===== src/rtl/core/jbuf_pkg.sv =====
// Shared types and constants for the paced FIFO jitter buffer.
package jbuf_pkg;

   // Command codes carried in the request word; the no-op code does nothing
   typedef enum logic [1:0] {
      CMD_TICK = 2'd0,
      CMD_PUSH = 2'd1,
      CMD_POP  = 2'd2,
      CMD_NOP  = 2'd3
   } jbuf_cmd_type;

   // Register indexes on the csr port
   localparam logic CSR_MIN_FILL    = 1'b0;
   localparam logic CSR_MIN_SPACING = 1'b1;

   // Fixed field widths of the channel words
   localparam int unsigned FILL_W    = 5;
   localparam int unsigned SPACING_W = 16;
   localparam int unsigned TIME_W    = 32;
   localparam int unsigned WORD_W    = 32;
   // Widest supported storage word
   localparam int unsigned MAX_DATA_W = 64;

   typedef struct packed {
      jbuf_cmd_type        cmd;
      logic [15:0]         tick_len;
      logic [WORD_W-1:0]   payload;
   } jbuf_req_type;

   typedef struct packed {
      logic                out_valid;
      logic [WORD_W-1:0]   out_data;
      logic [FILL_W-1:0]   fill_count;
      logic                dropped;
   } jbuf_rsp_type;

endpackage


===== src/rtl/core/jbuf_ram.sv =====
// Generic single-write, single-read RAM with registered read data.
module jbuf_ram #(
   parameter int unsigned WIDTH = 32,
   parameter int unsigned DEPTH = 16
) (
   input  logic                     clock,
   input  logic                     wr_en,
   input  logic [$clog2(DEPTH)-1:0] wr_addr,
   input  logic [WIDTH-1:0]         wr_data,
   input  logic                     rd_en,
   input  logic [$clog2(DEPTH)-1:0] rd_addr,
   output logic [WIDTH-1:0]         rd_data
);

   logic [WIDTH-1:0] mem [DEPTH];
   logic [WIDTH-1:0] rd_data_ff;

   // write port
   always_ff @(posedge clock) begin
      if (wr_en) begin
         mem[wr_addr] <= wr_data;
      end
   end

   // read port, output held until the next read
   always_ff @(posedge clock) begin
      if (rd_en) begin
         rd_data_ff <= mem[rd_addr];
      end
   end

   assign rd_data = rd_data_ff;

endmodule


===== src/rtl/core/jitter_buffer_paced_fifo.sv =====
// Paced FIFO jitter buffer: queue, prefill gate, pacing timer and result pipeline.
//
// Usage: each request word carries one command. TICK adds tick_len to a
// wrapping 32-bit time counter, PUSH appends payload to the queue, POP
// releases the head word once the queue has reached min_fill words and the
// pacing time (min_spacing ticks past the previous release's slot) has come.
// Every request word yields exactly one response word with the fill count;
// a push into a full queue is dropped and flagged.
// A response passes through the read stage, which waits for the queue RAM
// read, and then the response register. Throughput: one request per cycle
// while rsp_ready stays high; all state updates happen at the accept edge,
// and the RAM's read data is registered.
// Stall: when rsp_ready is low the response register holds; the stage behind
// it holds one more word, after which req_ready drops until rsp_ready rises.
// Reset clears the queue pointers, fill count, time counter, pacing mark,
// lock and both registers; queue contents are not cleared.
// Registers on the csr port: index 0 min_fill (writing it recomputes the
// lock), index 1 min_spacing (zero turns pacing off). Write only when idle.
module jitter_buffer_paced_fifo #(
   parameter int unsigned DEPTH      = 16,
   parameter int unsigned DATA_WIDTH = 32
) (
   input  logic                                  clock,
   input  logic                                  reset,
   input  logic                                  req_valid,
   output logic                                  req_ready,
   input  jbuf_pkg::jbuf_req_type                req_data,
   output logic                                  rsp_valid,
   input  logic                                  rsp_ready,
   output jbuf_pkg::jbuf_rsp_type                rsp_data,
   input  logic                                  csr_we,
   input  logic                                  csr_addr,
   input  logic [jbuf_pkg::SPACING_W-1:0]        csr_wdata
);

   localparam int unsigned AW   = $clog2(DEPTH);
   localparam int unsigned CW   = $clog2(DEPTH + 1);
   localparam int unsigned CMPW = (CW > jbuf_pkg::FILL_W) ? CW : jbuf_pkg::FILL_W;

   // queue and pacing state
   logic [AW-1:0]                   head_ff, head_in;
   logic [AW-1:0]                   tail_ff, tail_in;
   logic [CW-1:0]                   count_ff, count_in;
   logic [jbuf_pkg::TIME_W-1:0]     now_ff, now_in;
   logic [jbuf_pkg::TIME_W-1:0]     next_send_ff, next_send_in;
   logic                            locked_ff, locked_in;
   logic [jbuf_pkg::FILL_W-1:0]     min_fill_ff, min_fill_in;
   logic [jbuf_pkg::SPACING_W-1:0]  min_spacing_ff, min_spacing_in;

   // read stage and response register
   logic                            s1_valid_ff, s1_valid_in;
   logic                            s1_rel_ff;
   logic                            s1_drop_ff;
   logic [jbuf_pkg::FILL_W-1:0]     s1_fill_ff;
   logic                            rsp_valid_ff, rsp_valid_in;
   jbuf_pkg::jbuf_rsp_type          rsp_data_ff;

   logic                            req_fire;
   logic                            s1_move;
   logic                            release_word;
   logic                            drop_word;
   logic                            early;
   logic                            ram_we;
   logic [jbuf_pkg::MAX_DATA_W-1:0] push_wide;
   logic [jbuf_pkg::MAX_DATA_W-1:0] pop_wide;
   logic [DATA_WIDTH-1:0]           ram_rd_data;
   logic [CMPW-1:0]                 count_ext_in;

   // handshake
   assign s1_move   = s1_valid_ff && (!rsp_valid_ff || rsp_ready);
   assign req_ready = !s1_valid_ff || s1_move;
   assign req_fire  = req_valid && req_ready;

   // pacing gate: plain unsigned compare, only with pacing on
   assign early = (min_spacing_ff != '0) && (next_send_ff > now_ff);

   // command decode and next state
   always_comb begin
      head_in        = head_ff;
      tail_in        = tail_ff;
      count_in       = count_ff;
      now_in         = now_ff;
      next_send_in   = next_send_ff;
      locked_in      = locked_ff;
      min_fill_in    = min_fill_ff;
      min_spacing_in = min_spacing_ff;
      release_word   = 1'b0;
      drop_word      = 1'b0;
      ram_we         = 1'b0;
      if (req_fire) begin
         case (req_data.cmd)
            jbuf_pkg::CMD_TICK: begin
               now_in = now_ff + jbuf_pkg::TIME_W'(req_data.tick_len);
            end
            jbuf_pkg::CMD_PUSH: begin
               if (count_ff == CW'(DEPTH)) begin
                  drop_word = 1'b1;
               end else begin
                  ram_we   = 1'b1;
                  tail_in  = (tail_ff == AW'(DEPTH - 1)) ? '0 : tail_ff + 1'b1;
                  count_in = count_ff + 1'b1;
                  if (locked_ff && (CMPW'(count_in) >= CMPW'(min_fill_ff))) begin
                     locked_in = 1'b0;
                  end
               end
            end
            jbuf_pkg::CMD_POP: begin
               if (!locked_ff && !early && (count_ff != '0)) begin
                  release_word = 1'b1;
                  head_in      = (head_ff == AW'(DEPTH - 1)) ? '0 : head_ff + 1'b1;
                  count_in     = count_ff - 1'b1;
                  if (min_spacing_ff != '0) begin
                     next_send_in = ((next_send_ff == '0) ? now_ff : next_send_ff)
                                    + jbuf_pkg::TIME_W'(min_spacing_ff);
                  end
                  // queue drained: relock and restart pacing
                  if (count_ff == CW'(1)) begin
                     locked_in    = 1'b1;
                     next_send_in = '0;
                  end
               end
            end
            default: begin
            end
         endcase
      end
      // register writes; the user writes only while idle, this block does not enforce it
      if (csr_we) begin
         case (csr_addr)
            jbuf_pkg::CSR_MIN_FILL: begin
               min_fill_in = csr_wdata[jbuf_pkg::FILL_W-1:0];
               locked_in   = CMPW'(csr_wdata[jbuf_pkg::FILL_W-1:0]) > CMPW'(count_ff);
            end
            jbuf_pkg::CSR_MIN_SPACING: begin
               min_spacing_in = csr_wdata;
            end
            default: begin
            end
         endcase
      end
   end

   always_ff @(posedge clock) begin
      if (reset) begin
         head_ff        <= '0;
         tail_ff        <= '0;
         count_ff       <= '0;
         now_ff         <= '0;
         next_send_ff   <= '0;
         locked_ff      <= 1'b0;
         min_fill_ff    <= '0;
         min_spacing_ff <= '0;
      end else begin
         head_ff        <= head_in;
         tail_ff        <= tail_in;
         count_ff       <= count_in;
         now_ff         <= now_in;
         next_send_ff   <= next_send_in;
         locked_ff      <= locked_in;
         min_fill_ff    <= min_fill_in;
         min_spacing_ff <= min_spacing_in;
      end
   end

   // queue storage
   assign push_wide = jbuf_pkg::MAX_DATA_W'(req_data.payload);

   jbuf_ram #(
      .WIDTH (DATA_WIDTH),
      .DEPTH (DEPTH)
   ) u_store (
      .clock   (clock),
      .wr_en   (ram_we),
      .wr_addr (tail_ff),
      .wr_data (push_wide[DATA_WIDTH-1:0]),
      .rd_en   (release_word),
      .rd_addr (head_ff),
      .rd_data (ram_rd_data)
   );

   assign pop_wide     = jbuf_pkg::MAX_DATA_W'(ram_rd_data);
   assign count_ext_in = CMPW'(count_in);

   // read stage: result flags wait here for the RAM data
   assign s1_valid_in = req_fire || (s1_valid_ff && !s1_move);

   always_ff @(posedge clock) begin
      if (reset) begin
         s1_valid_ff <= 1'b0;
      end else begin
         s1_valid_ff <= s1_valid_in;
      end
   end

   always_ff @(posedge clock) begin
      if (req_fire) begin
         s1_rel_ff  <= release_word;
         s1_drop_ff <= drop_word;
         s1_fill_ff <= count_ext_in[jbuf_pkg::FILL_W-1:0];
      end
   end

   // response register
   assign rsp_valid_in = s1_move || (rsp_valid_ff && !rsp_ready);

   always_ff @(posedge clock) begin
      if (reset) begin
         rsp_valid_ff <= 1'b0;
      end else begin
         rsp_valid_ff <= rsp_valid_in;
      end
   end

   always_ff @(posedge clock) begin
      if (s1_move) begin
         rsp_data_ff.out_valid  <= s1_rel_ff;
         rsp_data_ff.out_data   <= s1_rel_ff ? pop_wide[jbuf_pkg::WORD_W-1:0] : '0;
         rsp_data_ff.fill_count <= s1_fill_ff;
         rsp_data_ff.dropped    <= s1_drop_ff;
      end
   end

   assign rsp_valid = rsp_valid_ff;
   assign rsp_data  = rsp_data_ff;

   // checks
   a_count_bound: assert property (@(posedge clock) disable iff (reset)
      count_ff <= CW'(DEPTH))
      else $error("fill count above queue depth");

   a_empty_relocks: assert property (@(posedge clock) disable iff (reset)
      release_word && (count_ff == CW'(1)) && !csr_we |=> locked_ff && (next_send_ff == '0))
      else $error("draining release did not relock");

   a_no_word_data_zero: assert property (@(posedge clock) disable iff (reset)
      rsp_valid_ff && !rsp_data_ff.out_valid |-> rsp_data_ff.out_data == '0)
      else $error("data present without a released word");

   a_drop_not_release: assert property (@(posedge clock) disable iff (reset)
      rsp_valid_ff && rsp_data_ff.dropped |-> !rsp_data_ff.out_valid)
      else $error("dropped and released in one response");

   a_release_not_empty: assert property (@(posedge clock) disable iff (reset)
      release_word |-> !locked_ff && (count_ff != '0))
      else $error("release while locked or empty");

endmodule

===== config.mk =====
export PLATFORM = sky130hd
export DESIGN_NAME = jitter_buffer_paced_fifo
export DESIGN_NICKNAME = d
export VERILOG_FILES = /design/src/rtl/core/jbuf_pkg.sv /design/src/rtl/core/jbuf_ram.sv /design/src/rtl/core/jitter_buffer_paced_fifo.sv
export SDC_FILE = /design/constraint.sdc
export NUM_CORES = 1
export LEC_CHECK = 0
export ABC_AREA = 1
export BUFFER_PORTS_ARGS = -buffer_cell sky130_fd_sc_hd__buf_2
export CAP_MARGIN = 10
export CORE_ASPECT_RATIO = 1.5
export CORE_MARGIN = 10
export CORE_UTILIZATION = 45
export DETAILED_ROUTE_END_ITERATION = 10
export PLACE_DENSITY_LB_ADDON = 0.3
export SLEW_MARGIN = 20
export SYNTH_ARGS = -nofsm -noshare
export SYNTH_HDL_FRONTEND = slang
export SYNTH_SLANG_ARGS = --single-unit

===== constraint.sdc =====
create_clock -name clock -period 5.4 [get_ports clock]
set_clock_uncertainty 0.2 [all_clocks]
set_input_delay 1.08 -clock clock [delete_from_list [all_inputs] [get_ports clock]]
set_output_delay 1.08 -clock clock [all_outputs]
set_load 0.01 [all_outputs]

== Word level (Yosys, flattened, before mapping) ==
Memories as Yosys holds them, arrays and structs flattened. A register that Yosys moved wholly into a read port is not among the register bits.
Index checks and enable logic that the tools add are counted.

* Flip-flop bits (word level): 147
* Bits in writable memories: 512
* Bits of input ports: 72
* Output and inout bits: 41
* Word-level logic and storage cells: 90
* Memories kept: 1

* $add $sub $neg: 6
* $lt $le $gt $ge: 3
* Eq/ne operators: 6
* Multiplexer cells: 26
* Bitwise gates (word level): 2
* Reduce and logical (&&, ||, !) cells: 29

{| class="wikitable"
|+ Memories
! name !! words !! bits a word !! rd ports !! clocked after memory_dff !! wr ports !! line !! source
|-
| u_store.mem || 16 || 32 || 1 || 1 || 1 || jbuf_ram.sv:15 || <nowiki>logic [WIDTH-1:0] mem [DEPTH];</nowiki>
|}

{| class="wikitable"
|+ Operators with widths
! operator !! number
|-
| $mux W32 || 3
|-
| $add A32 B16 Y32 || 2
|-
| $gt A32 B32 Y1 || 1
|-
| $logic_not A32 Y1 || 1
|-
| $mux W1 || 16
|-
| $reduce_bool A16 Y1 || 1
|-
| $mux W5 || 3
|-
| $pmux W5 S2 || 1
|-
| $add A4 B1 Y4 const B || 2
|-
| $eq A4 B4 Y1 const B || 2
|-
| $logic_and A1 B1 Y1 || 8
|-
| $mux W4 || 2
|-
| $logic_not A1 Y1 || 6
|-
| $reduce_and A2 Y1 || 3
|-
| $reduce_and A3 Y1 || 2
|-
| $add A5 B1 Y5 const B || 1
|-
| $eq A5 B1 Y1 const B || 1
|-
| $eq A5 B5 Y1 const B || 1
|-
| $ge A5 B5 Y1 || 1
|-
| $gt A5 B5 Y1 || 1
|-
| $reduce_bool A5 Y1 || 1
|-
| $sub A5 B1 Y5 const B || 1
|-
| $logic_or A1 B1 Y1 || 4
|-
| $reduce_and A4 Y1 || 1
|-
| 6 further kinds || 7
|}

== Logic depth before layout (Yosys ltp) ==
Gate-level depths: netlist (run 1).

* Word-level depth: 10
* Mapped depth: 28
* Gate-level depth less buffers: 25

== Modules after synthesis ==
Synthesis (run 1) repeated with hierarchy kept, for this count alone.

* Cell total of the unflattened synthesis: 3,397
* Area, all modules: 32,328.5 µm²

{| class="wikitable"
|+ By module, submodules not included
! module !! instances !! cells an instance !! area each (µm²) !! sequential area each (µm²)
|-
| jbuf_ram || 1 || 2,121 || 23,058.4 || 16,335.7
|-
| jitter_buffer_paced_fifo || 1 || 1,276 || 9,270.1 || 3,403.3
|}

== Worst setup path after synthesis (run 1) ==
OpenSTA, ideal clock, no wires.

* Kind: input port to flip-flop
* From: in req_data[49] (netlist bit)
* To: mem u_store.mem[7][0], enable pin
* Arrival time: 4.129 ns
* Required time: 4.739 ns
* Setup slack: 0.610 ns
* Stages on the path: 6
* Path buffers: 0
* Cell sequence: inv_1 > ha_1 > nand2_1 > nor2_1 > nand2_1 > nor3_1

* Word-level cells in the longest chain between the ends: 5

{| class="wikitable"
|+ Ends and longest elaborated chain
! what !! line !! source
|-
| start: declaration || jitter_buffer_paced_fifo.sv:27 || <nowiki>input jbuf_pkg::jbuf_req_type req_data,</nowiki>
|-
| $eq A2 B1 Y1 || jitter_buffer_paced_fifo.sv:91 || <nowiki>case (req_data.cmd)</nowiki>
|-
| $mux W1 || jitter_buffer_paced_fifo.sv:91 ||
|-
| $mux W1 || jitter_buffer_paced_fifo.sv:90 || <nowiki>if (req_fire) begin</nowiki>
|-
| $mux W1 || jbuf_ram.sv:20 || <nowiki>if (wr_en) begin</nowiki>
|-
| $mux W1 (implied by the code) || jbuf_ram.sv:21 || <nowiki>mem[wr_addr] <= wr_data;</nowiki>
|-
| end: declaration || jbuf_ram.sv:15 ||
|}

Every way passes these cells.

== Worst setup path after layout (run 1) ==
* From: reg next_send_ff[20] (netlist bit)
* To: reg next_send_ff[28] (netlist bit)

* Word-level cells in the longest chain between the ends: 6

{| class="wikitable"
|+ Ends and longest elaborated chain
! what !! line !! source
|-
| start: declaration || jitter_buffer_paced_fifo.sv:45 || <nowiki>logic [jbuf_pkg::TIME_W-1:0] next_send_ff, next_send_in;</nowiki>
|-
| start signal: assignment || jitter_buffer_paced_fifo.sv:158 || <nowiki>next_send_ff <= next_send_in;</nowiki>
|-
| parallel branches: the longest is 6 deep, another holds $add A32 B16 Y32 || - ||
|}

Several ways; the timed one is not identified. The select of a mux whose other input is x is not followed.
A chain may end at the register's enable or synchronous reset.

==> impl_metrics.csv, run 1 <==
group,metric,value,unit
global_route,grt_pass1_vias,20900,
synthesis,postSynthCellCount,2719,
worst_setup_path,critPathMaxStageDelay,0.57,ns
placed_design,io_buffer_count,112,
timing,relSlewSlack,27.0,%
routing,wl,77500,um
final_layout,fin_nets,2949,
worst_setup_path,critPathRequiredTime,5.74,ns
cts,clkSinkCount,691,
synthesis,ys_types,47,
global_route,met3_usage,3.14,%
routing,ant_nets,0,
synthesis,netlist_top_cells_area,"edfxtp_1 59%, dfxtp_1 6.8%, o21ai_0 5.5%, nor2_1 5.1%, nand2_1 4.4%",
worst_setup_path,critPathKind,"reg -> reg",
synthesis,synth_area_per_cell,11.0,um^2
min_path,min_path_cells,0,
floorplanning,io_pins,113,
timing,tightest_slew,1.09,ns
worst_setup_path,reg2reg_to,"next_send_ff[28]$_SDFFE_PP0P_",
global_route,grtUsageMet1,22.6,%
cts,clk_pin_slew,0.06,ns
floorplanning,dieArea,0.0774,mm^2
synthesis,ys_warn_count,0,
worst_setup_path,crit_fanout,46,
power_and_ir_drop,p_total,0.0121,W
power_and_ir_drop,leakage,12.3,nW
synthesis,synth_area,0.0299,mm^2
final_layout,syn2layout_area_growth,12.4,%
routing,routedWlPerCell,20.8,um
final_layout,nFillCells,5770,
global_route,grt_use_total,19.5,%
floorplanning,core-area,0.0658,mm^2
power_and_ir_drop,power_switching,0.00315,W
min_path,whs_endpoint,"rsp_data[3]$_DFFE_PP_",
placed_design,post-place-ws,1.21,ns
worst_setup_path,timing.rr.start,"next_send_ff[20]$_SDFFE_PP0P_",
status,outcome,"finished clean",
cts,postCtsHoldBufs,0,
synthesis,synth_edf_count,590,
placed_design,dp_hpwl,51000,um
floorplanning,start_util,45.5,%
global_route,grt_overflow,0,
routing,viasPerCell,5.65,
worst_setup_path,end_kind,"register",
global_route,grt_use_met2,34.7,%
floorplanning,dieHeight,336,um
power_and_ir_drop,clkPwrFrac,39.1,%
synthesis,syn_nets,2878,
floorplanning,die_w,231,um
worst_setup_path,cpMaxStageDelayCell,"nor2_8",
routing,drt-initial-drc-count,2093,
worst_setup_path,r2r_slack,1.20,ns
final_layout,drive_gt1_share,10.2,%
power_and_ir_drop,intPower,0.00893,W
power_and_ir_drop,seq_power_share,49.1,%
final_layout,diodes,0,
worst_setup_path,worst-r2r-cell-count,25,
cts,cts.htree.levels,3,
cts,cts_made_buffers,68,
cts,clockBufferDepth,3,
power_and_ir_drop,pwr_density_cell,359,mW/mm^2
synthesis,yosys.area.top_type_share,59.2,%
worst_setup_path,critical_path_buf_inv_count,3,
worst_setup_path,crit_path_frequent_cell,"nand2_1",
global_route,busiest_layer,"met2",
synthesis,synth_ff_type,"edfxtp_1",
global_route,grt_pass1_wl,118000,um
worst_setup_path,crit_family,"simple AND/OR/NAND/NOR gates",
synthesis,ys_async_sr_fraction,0,%
min_path,hp-start,"s1_fill_ff[2]$_DFFE_PP_",
placed_design,place_congestion,0.894,
timing,worst_slack,1.20,ns
synthesis,ys_ff_latch,691,
worst_setup_path,path_depth,25,
cts,cts_tree,"built",
flow_run,maxCapViolCount,0,
power_and_ir_drop,switching_share,26.0,%
worst_setup_path,start_kind,"register",
timing,rsz0062_at_grt,"no",
timing,setup-tns-final,0,ns
final_layout,finish.utilization,51.1,%
routing,routed-via-count,21000,
synthesis,seq_area_frac_synth,66.0,%
routing,dr.pass1.iters,7,
timing,period_share,77.7,%
global_route,grt_max_degree,149,
global_route,grt_antenna_before_repair,3,
power_and_ir_drop,vdd_ir_drop_max,0.000257,V
cts,cts_root_buf,"clkbuf_16",
timing,period_minus_slack,4.20,ns
floorplanning,rows,115,
cts,cts_setup_buffers,0,
routing,drc,0,
timing,max_freq,238,MHz
synthesis,synth_top_cell_by_area,"edfxtp_1",
cts,cts.repair.resized,0,
power_and_ir_drop,combPwrFrac,11.9,%
worst_setup_path,critPathArrivalTime,4.54,ns
timing,drv_slew,0,
timing,hold_viol_final,0,
min_path,hp-class,"reg -> reg",
timing,finalSetupViolCount,0,
cts,clkLatencyLatePin,0.62,ns
==> cell type report <==
| class | instances | area, um^2 | share of cell area, % |
|---|---|---|---|
| multi-input combinational | 1709 | 9090 | 27.0 |
| tap | 877 | 1100 | 3.26 |
| clock buffer | 80 | 1770 | 5.26 |
| sequential | 691 | 19700 | 58.7 |
| timing repair buffer | 131 | 748 | 2.23 |
| inverter | 189 | 716 | 2.13 |
| clock inverter | 45 | 448 | 1.33 |
==> cell usage in the layout, fill, tap and decap left out, types with 4 or more instances in the layout <==
cell type | netlist | layout
nand3_1 | 118 | 118
o21a_1 | 9 | 9
nor2_4 | 1 | 17
clkbuf_1 | 117 | 10
nor2_2 | 4 | 4
nor2_1 | 409 | 393
a21o_1 | 6 | 6
clkbuf_16 | 0 | 68
nor4_1 | 7 | 7
nand4_1 | 15 | 15
o221ai_1 | 54 | 54
clkinv_2 | 0 | 11
clkinvlp_4 | 0 | 10
xnor2_1 | 11 | 11
buf_2 | 7 | 112
buf_4 | 1 | 16
nand2_4 | 5 | 5
nand3b_1 | 4 | 4
bufinv_16 | 0 | 5
o21bai_1 | 6 | 6
nand2_2 | 6 | 6
a21oi_1 | 139 | 138
a21oi_2 | 4 | 4
o22ai_1 | 76 | 76
dfxtp_1 | 101 | 98
nor3_1 | 14 | 13
o211ai_1 | 15 | 15
clkinv_1 | 1 | 9
inv_6 | 0 | 5
ha_1 | 85 | 85
xor2_1 | 23 | 23
inv_1 | 187 | 184
nand2_1 | 351 | 351
o21ai_0 | 327 | 327
edfxtp_1 | 590 | 590
==> metal layers <==
layer,routed length (um),vias up
met5,10,-
met4,3180,2
met3,4420,182
met2,39900,736
met1,29900,10300
li1,-,9800
==> power groups by stage <==
stage | logic, W | registers, W | clock network (W)
floorplan | 0.000970 | 0.00602 | 0
detailed placement | 0.00142 | 0.00604 | 0
global placement | 0.00139 | 0.00604 | 0
CTS | 0.00143 | 0.00593 | 0.00480
finish | 0.00143 | 0.00592 | 0.00472
global route | 0.00159 | 0.00593 | 0.00500
==> worst reg2reg max path: cells and delay by family, from the launching register on <==
kind / cells / cell delay [ns]
AOI/OAI and AO/OA: 3 / 0.48
buffers and inverters: 3 / 0.28
DFF: 1 / 0.34
adders and majority gates: 2 / 0.52
and+or+nand+nor: 17 / 2.29
==> synthesized netlist by cell type (all sizes together) (3+ instances only) <==
cell and number:
nand3 118, nand2 362, dfxtp 101, edfxtp 590, nor4 7, o21a 9, xnor2 11, nand3b 4
a21o 6, nand4 16, buf 13, o211ai 15, o21bai 6, xor2 23, nor2 415, a21boi 3
o221ai 54, nor3 15, ha 85, inv 188, a21oi 143, o22ai 76, o21ai 329, clkbuf 117
==> cells by family after synthesis <==
logic type                 after synthesis  share of synthesized area [%]
buffers and inverters                  319                           4.08
AOI/OAI and AO/OA                      647                           12.3
and+or+nand+nor                        941                           13.0
adders and majority gates               87                           3.69
DFF                                    691                           66.0
xor gates and xnor gates                34                          0.995
==> state kept, by name (all words and copies together), names as in the netlist, 4 cells and up <==
name	count
now_ff	32
head_ff	4
count_ff	5
s1_fill_ff	5
rsp_data	39
next_send_ff	32
min_fill_ff	5
tail_ff	4
u_store.mem	512
u_store.rd_data	32
min_spacing_ff	16
==> metrics by stage <==
step | cells | instance area [um^2] | hold WS [ns]
floorplan | 2719 | 29900 | 0.200
global placement | 3595 | 31400 | 0.205
detailed placement | 3595 | 31400 | 0.208
CTS | 3720 | 33600 | 0.228
global route | 3722 | 33600 | 0.230
finish | 3722 | 33600 | 0.224
==> worst max path at each step <==
stage / from / slack [ns] / end
floorplan: req_data[49] / 0.61 / u_store.mem[7][0]$_DFFE_PP_
global placement: next_send_ff[20]$_SDFFE_PP0P_ / 1.30 / next_send_ff[28]$_SDFFE_PP0P_
detailed placement: rsp_ready / 1.21 / now_ff[28]$_SDFFE_PP0P_
CTS: next_send_ff[20]$_SDFFE_PP0P_ / 1.21 / next_send_ff[28]$_SDFFE_PP0P_
global route: next_send_ff[20]$_SDFFE_PP0P_ / 0.74 / next_send_ff[28]$_SDFFE_PP0P_
finish: next_send_ff[20]$_SDFFE_PP0P_ / 1.20 / next_send_ff[28]$_SDFFE_PP0P_
Power figures use the tool's default switching activity.
==> run 2: changes to the inputs <==
--- a/config.mk
+++ b/config.mk
@@ -5,7 +5,7 @@
 export SDC_FILE = /design/constraint.sdc
 export NUM_CORES = 1
 export LEC_CHECK = 0
-export ABC_AREA = 1
+export ABC_AREA = 0
 export BUFFER_PORTS_ARGS = -buffer_cell sky130_fd_sc_hd__buf_2
 export CAP_MARGIN = 10
 export CORE_ASPECT_RATIO = 1.5
==> constraint.sdc (replaced) <==
create_clock -name clock -period 4.4 [get_ports clock]
set_clock_uncertainty 0.2 [all_clocks]
set_input_delay 0.88 -clock clock [delete_from_list [all_inputs] [get_ports clock]]
set_output_delay 0.88 -clock clock [all_outputs]
set_load 0.01 [all_outputs]
==> impl_metrics.csv, run 2 <==
group,metric,value,unit
global_route,grt_pass1_vias,17100,
routing,met1_length,27000,um
timing,finalSetupViolCount,0,
synthesis,yosys.area.top_type_share,61.0,%
worst_setup_path,crit_fanout,13,
power_and_ir_drop,pwr_density_cell,397,mW/mm^2
worst_setup_path,timing.rr.start,"next_send_ff[10]$_SDFFE_PP0P_",
timing,rsz0062_at_grt,"no",
worst_setup_path,worst-r2r-cell-count,16,
routing,wl_met2,35900,um
power_and_ir_drop,vdd_ir_drop_max,0.000355,V
cts,cts_tree,"built",
global_route,grt_max_degree,91,
cts,cts_made_buffers,66,
routing,wl_met3,3530,um
placed_design,io_buffer_count,112,
worst_setup_path,start_kind,"register",
worst_setup_path,critPathArrivalTime,4.44,ns
placed_design,dpl-instance-area,0.0312,mm^2
synthesis,synth_ff_type,"edfxtp_1",
routing,routedWlPerCell,24.2,um
worst_setup_path,r2r_slack,0.26,ns
floorplanning,die_w,227,um
cts,postCtsHoldBufs,0,
synthesis,ys_warn_count,0,
routing,ant_nets,0,
routing,routed-via-count,16400,
flow_run,maxCapViolCount,0,
routing,drt-initial-drc-count,1413,
worst_setup_path,reg2reg_to,"next_send_ff[16]$_SDFFE_PP0P_",
synthesis,synth_area,0.0291,mm^2
timing,setup-tns-final,0,ns
global_route,grt_antenna_before_repair,8,
floorplanning,dieHeight,331,um
synthesis,ys_types,63,
cts,clkLatencyLatePin,0.62,ns
synthesis,synth_compound_area_share,5.59,%
final_layout,drive_gt1_share,23.7,%
min_path,min_path_cells,0,
routing,wl,68800,um
final_layout,layout_common_cells,"590 x edfxtp_1, 160 x mux4_2, 131 x nand2_1",
synthesis,synth_edf_count,590,
synthesis,netlist_top_cells_area,"edfxtp_1 61%, mux4_2 12%, dfxtp_1 7.0%, ha_1 3.7%, a21oi_1 1.7%",
final_layout,fin_nets,2134,
final_layout,finish.utilization,52.0,%
synthesis,postSynthCellCount,1802,
final_layout,final_common_cell,"edfxtp_1",
floorplanning,dieArea,0.0753,mm^2
synthesis,synth_top_cell_by_area,"edfxtp_1",
timing,relSlewSlack,31.0,%
synthesis,synth.most_common_cell,"edfxtp_1",
timing,tightest_slew,1.03,ns
synthesis,synthAdderAreaFrac,3.80,%
synthesis,ys_ff_latch,691,
placed_design,place_congestion,0.893,
synthesis,synth_area_per_cell,16.1,um^2
worst_setup_path,critPathRequiredTime,4.71,ns
floorplanning,io_pins,113,
final_layout,design_area,0.0334,mm^2
final_layout,largest_register_ffs,512,
min_path,hp-class,"reg -> reg",
cts,clk_pin_slew,0.07,ns
worst_setup_path,critPathLaunch,"next_send_ff[10]$_SDFFE_PP0P_",
synthesis,yosys.area_share.simple,6.84,%
synthesis,seq_area_frac_synth,67.9,%
status,outcome,"finished clean",
final_layout,regMostFlops,"u_store.mem",
synthesis,synth_xor_area_share,1.36,%
timing,period_minus_slack,4.14,ns
cts,cts_root_buf,"clkbuf_16",
synthesis,ys_async_sr_fraction,0,%
timing,max_freq,242,MHz
floorplanning,start_util,45.3,%
min_path,hp-start,"s1_drop_ff$_SDFFCE_PN0P_",
routing,drc,0,
worst_setup_path,critPathKind,"reg -> reg",
worst_setup_path,end_kind,"register",
cts,cts.repair.resized,0,
power_and_ir_drop,p_total,0.0133,W
synthesis,synth_top_family_by_area,"multiplexers",
timing,hold_viol_final,0,
cts,clkSinkCount,691,
global_route,grt_overflow,0,
placed_design,dp_hpwl,43200,um
cts,clockBufferDepth,3,
global_route,grt_use_total,18.4,%
routing,dr.pass1.iters,5,
floorplanning,core-area,0.0642,mm^2
power_and_ir_drop,leakage,11.2,nW
routing,routed.top_layer,"met5",
final_layout,syn2layout_area_growth,14.9,%
synthesis,syn_nets,1961,
timing,period_share,94.0,%
timing,drv_slew,0,
routing,viasPerCell,5.79,
cts,cts_setup_buffers,0,
cts,cts.htree.levels,3,
floorplanning,rows,114,
synthesis,muxShareOfSynthArea,12.6,%
min_path,whs_endpoint,"rsp_data[0]$_DFFE_PP_",
global_route,grt_pass1_wl,104000,um
synthesis,synth_commonest_cells,"590 x edfxtp_1, 160 x mux4_2, 131 x nand2_1, 101 x dfxtp_1, 100 x a21oi_1",
-- run 2: through the flow --
step / cells / hold slack, ns / setup slack (ns)
3_3_place_gp: 2719 / 0.224 / 0.149
2_1_floorplan: 1802 / 0.200 / -0.141
5_1_grt: 2836 / 0.261 / 0.0117
3_5_place_dp: 2719 / 0.230 / 0.0807
4_1_cts: 2835 / 0.247 / 0.0633
6_report: 2838 / 0.238 / 0.265
-- run 2: logic make-up after synthesis --
logic type,after synthesis
buf+inv,144
mux,166
fa+ha+maj,87
xor+xnor,45
compound gates,260
simple gates,409
flops,691
-- run 2: per-layer routing --
metal	vias to the layer above	global-route usage, %
met5	-	0
met1	8425	22.6
met2	468	31.7
li1	7405	-
met4	4	7.48
met3	143	2.88
-- run 2: power by group --
group	internal [W]	switching, W	leakage, nW
Combinational	0.000184	0.000312	4.05
Sequential	0.00714	0.0000348	6.16
Clock	0.00315	0.00243	1.04
Total	0.0105	0.00278	11.2
-- run 2: area by class of cell --
type,count,area [um^2]
fillers,5212,30800
flip-flops and latches,691,19700
multi-input cells,967,8970
clock buffers,79,1830
repair buffers,185,1280
well taps,812,1020
clock inverters,37,289
inverters,64,240
diodes,3,7.51
-- run 2: critical path, cell delays in order, from the launching register on --
cell and delay (ns):
dfxtp_1 0.32, nor4_2 0.31, nand2_1 0.21, nor4_4 0.33
buf_4 0.17, buf_4 0.19, a21o_1 0.14, ha_1 0.23
or3_1 0.40, o2111ai_1 0.12, a211o_1 0.19, a311oi_4 0.13
nor4_4 0.39, nand2b_1 0.22, mux2i_1 0.21, nor2_1 0.06
a31o_2 0.22
-- run 2: worst max path at each step --
stage,slack [ns],cells after the start,endpoint
2_1_floorplan,-0.14,20,next_send_ff[30]$_SDFFE_PP0P_
3_3_place_gp,0.15,18,next_send_ff[30]$_SDFFE_PP0P_
3_5_place_dp,0.08,14,next_send_ff[29]$_SDFFE_PP0P_
4_1_cts,0.06,14,next_send_ff[29]$_SDFFE_PP0P_
5_1_grt,0.01,18,next_send_ff[30]$_SDFFE_PP0P_
6_report,0.26,16,next_send_ff[16]$_SDFFE_PP0P_
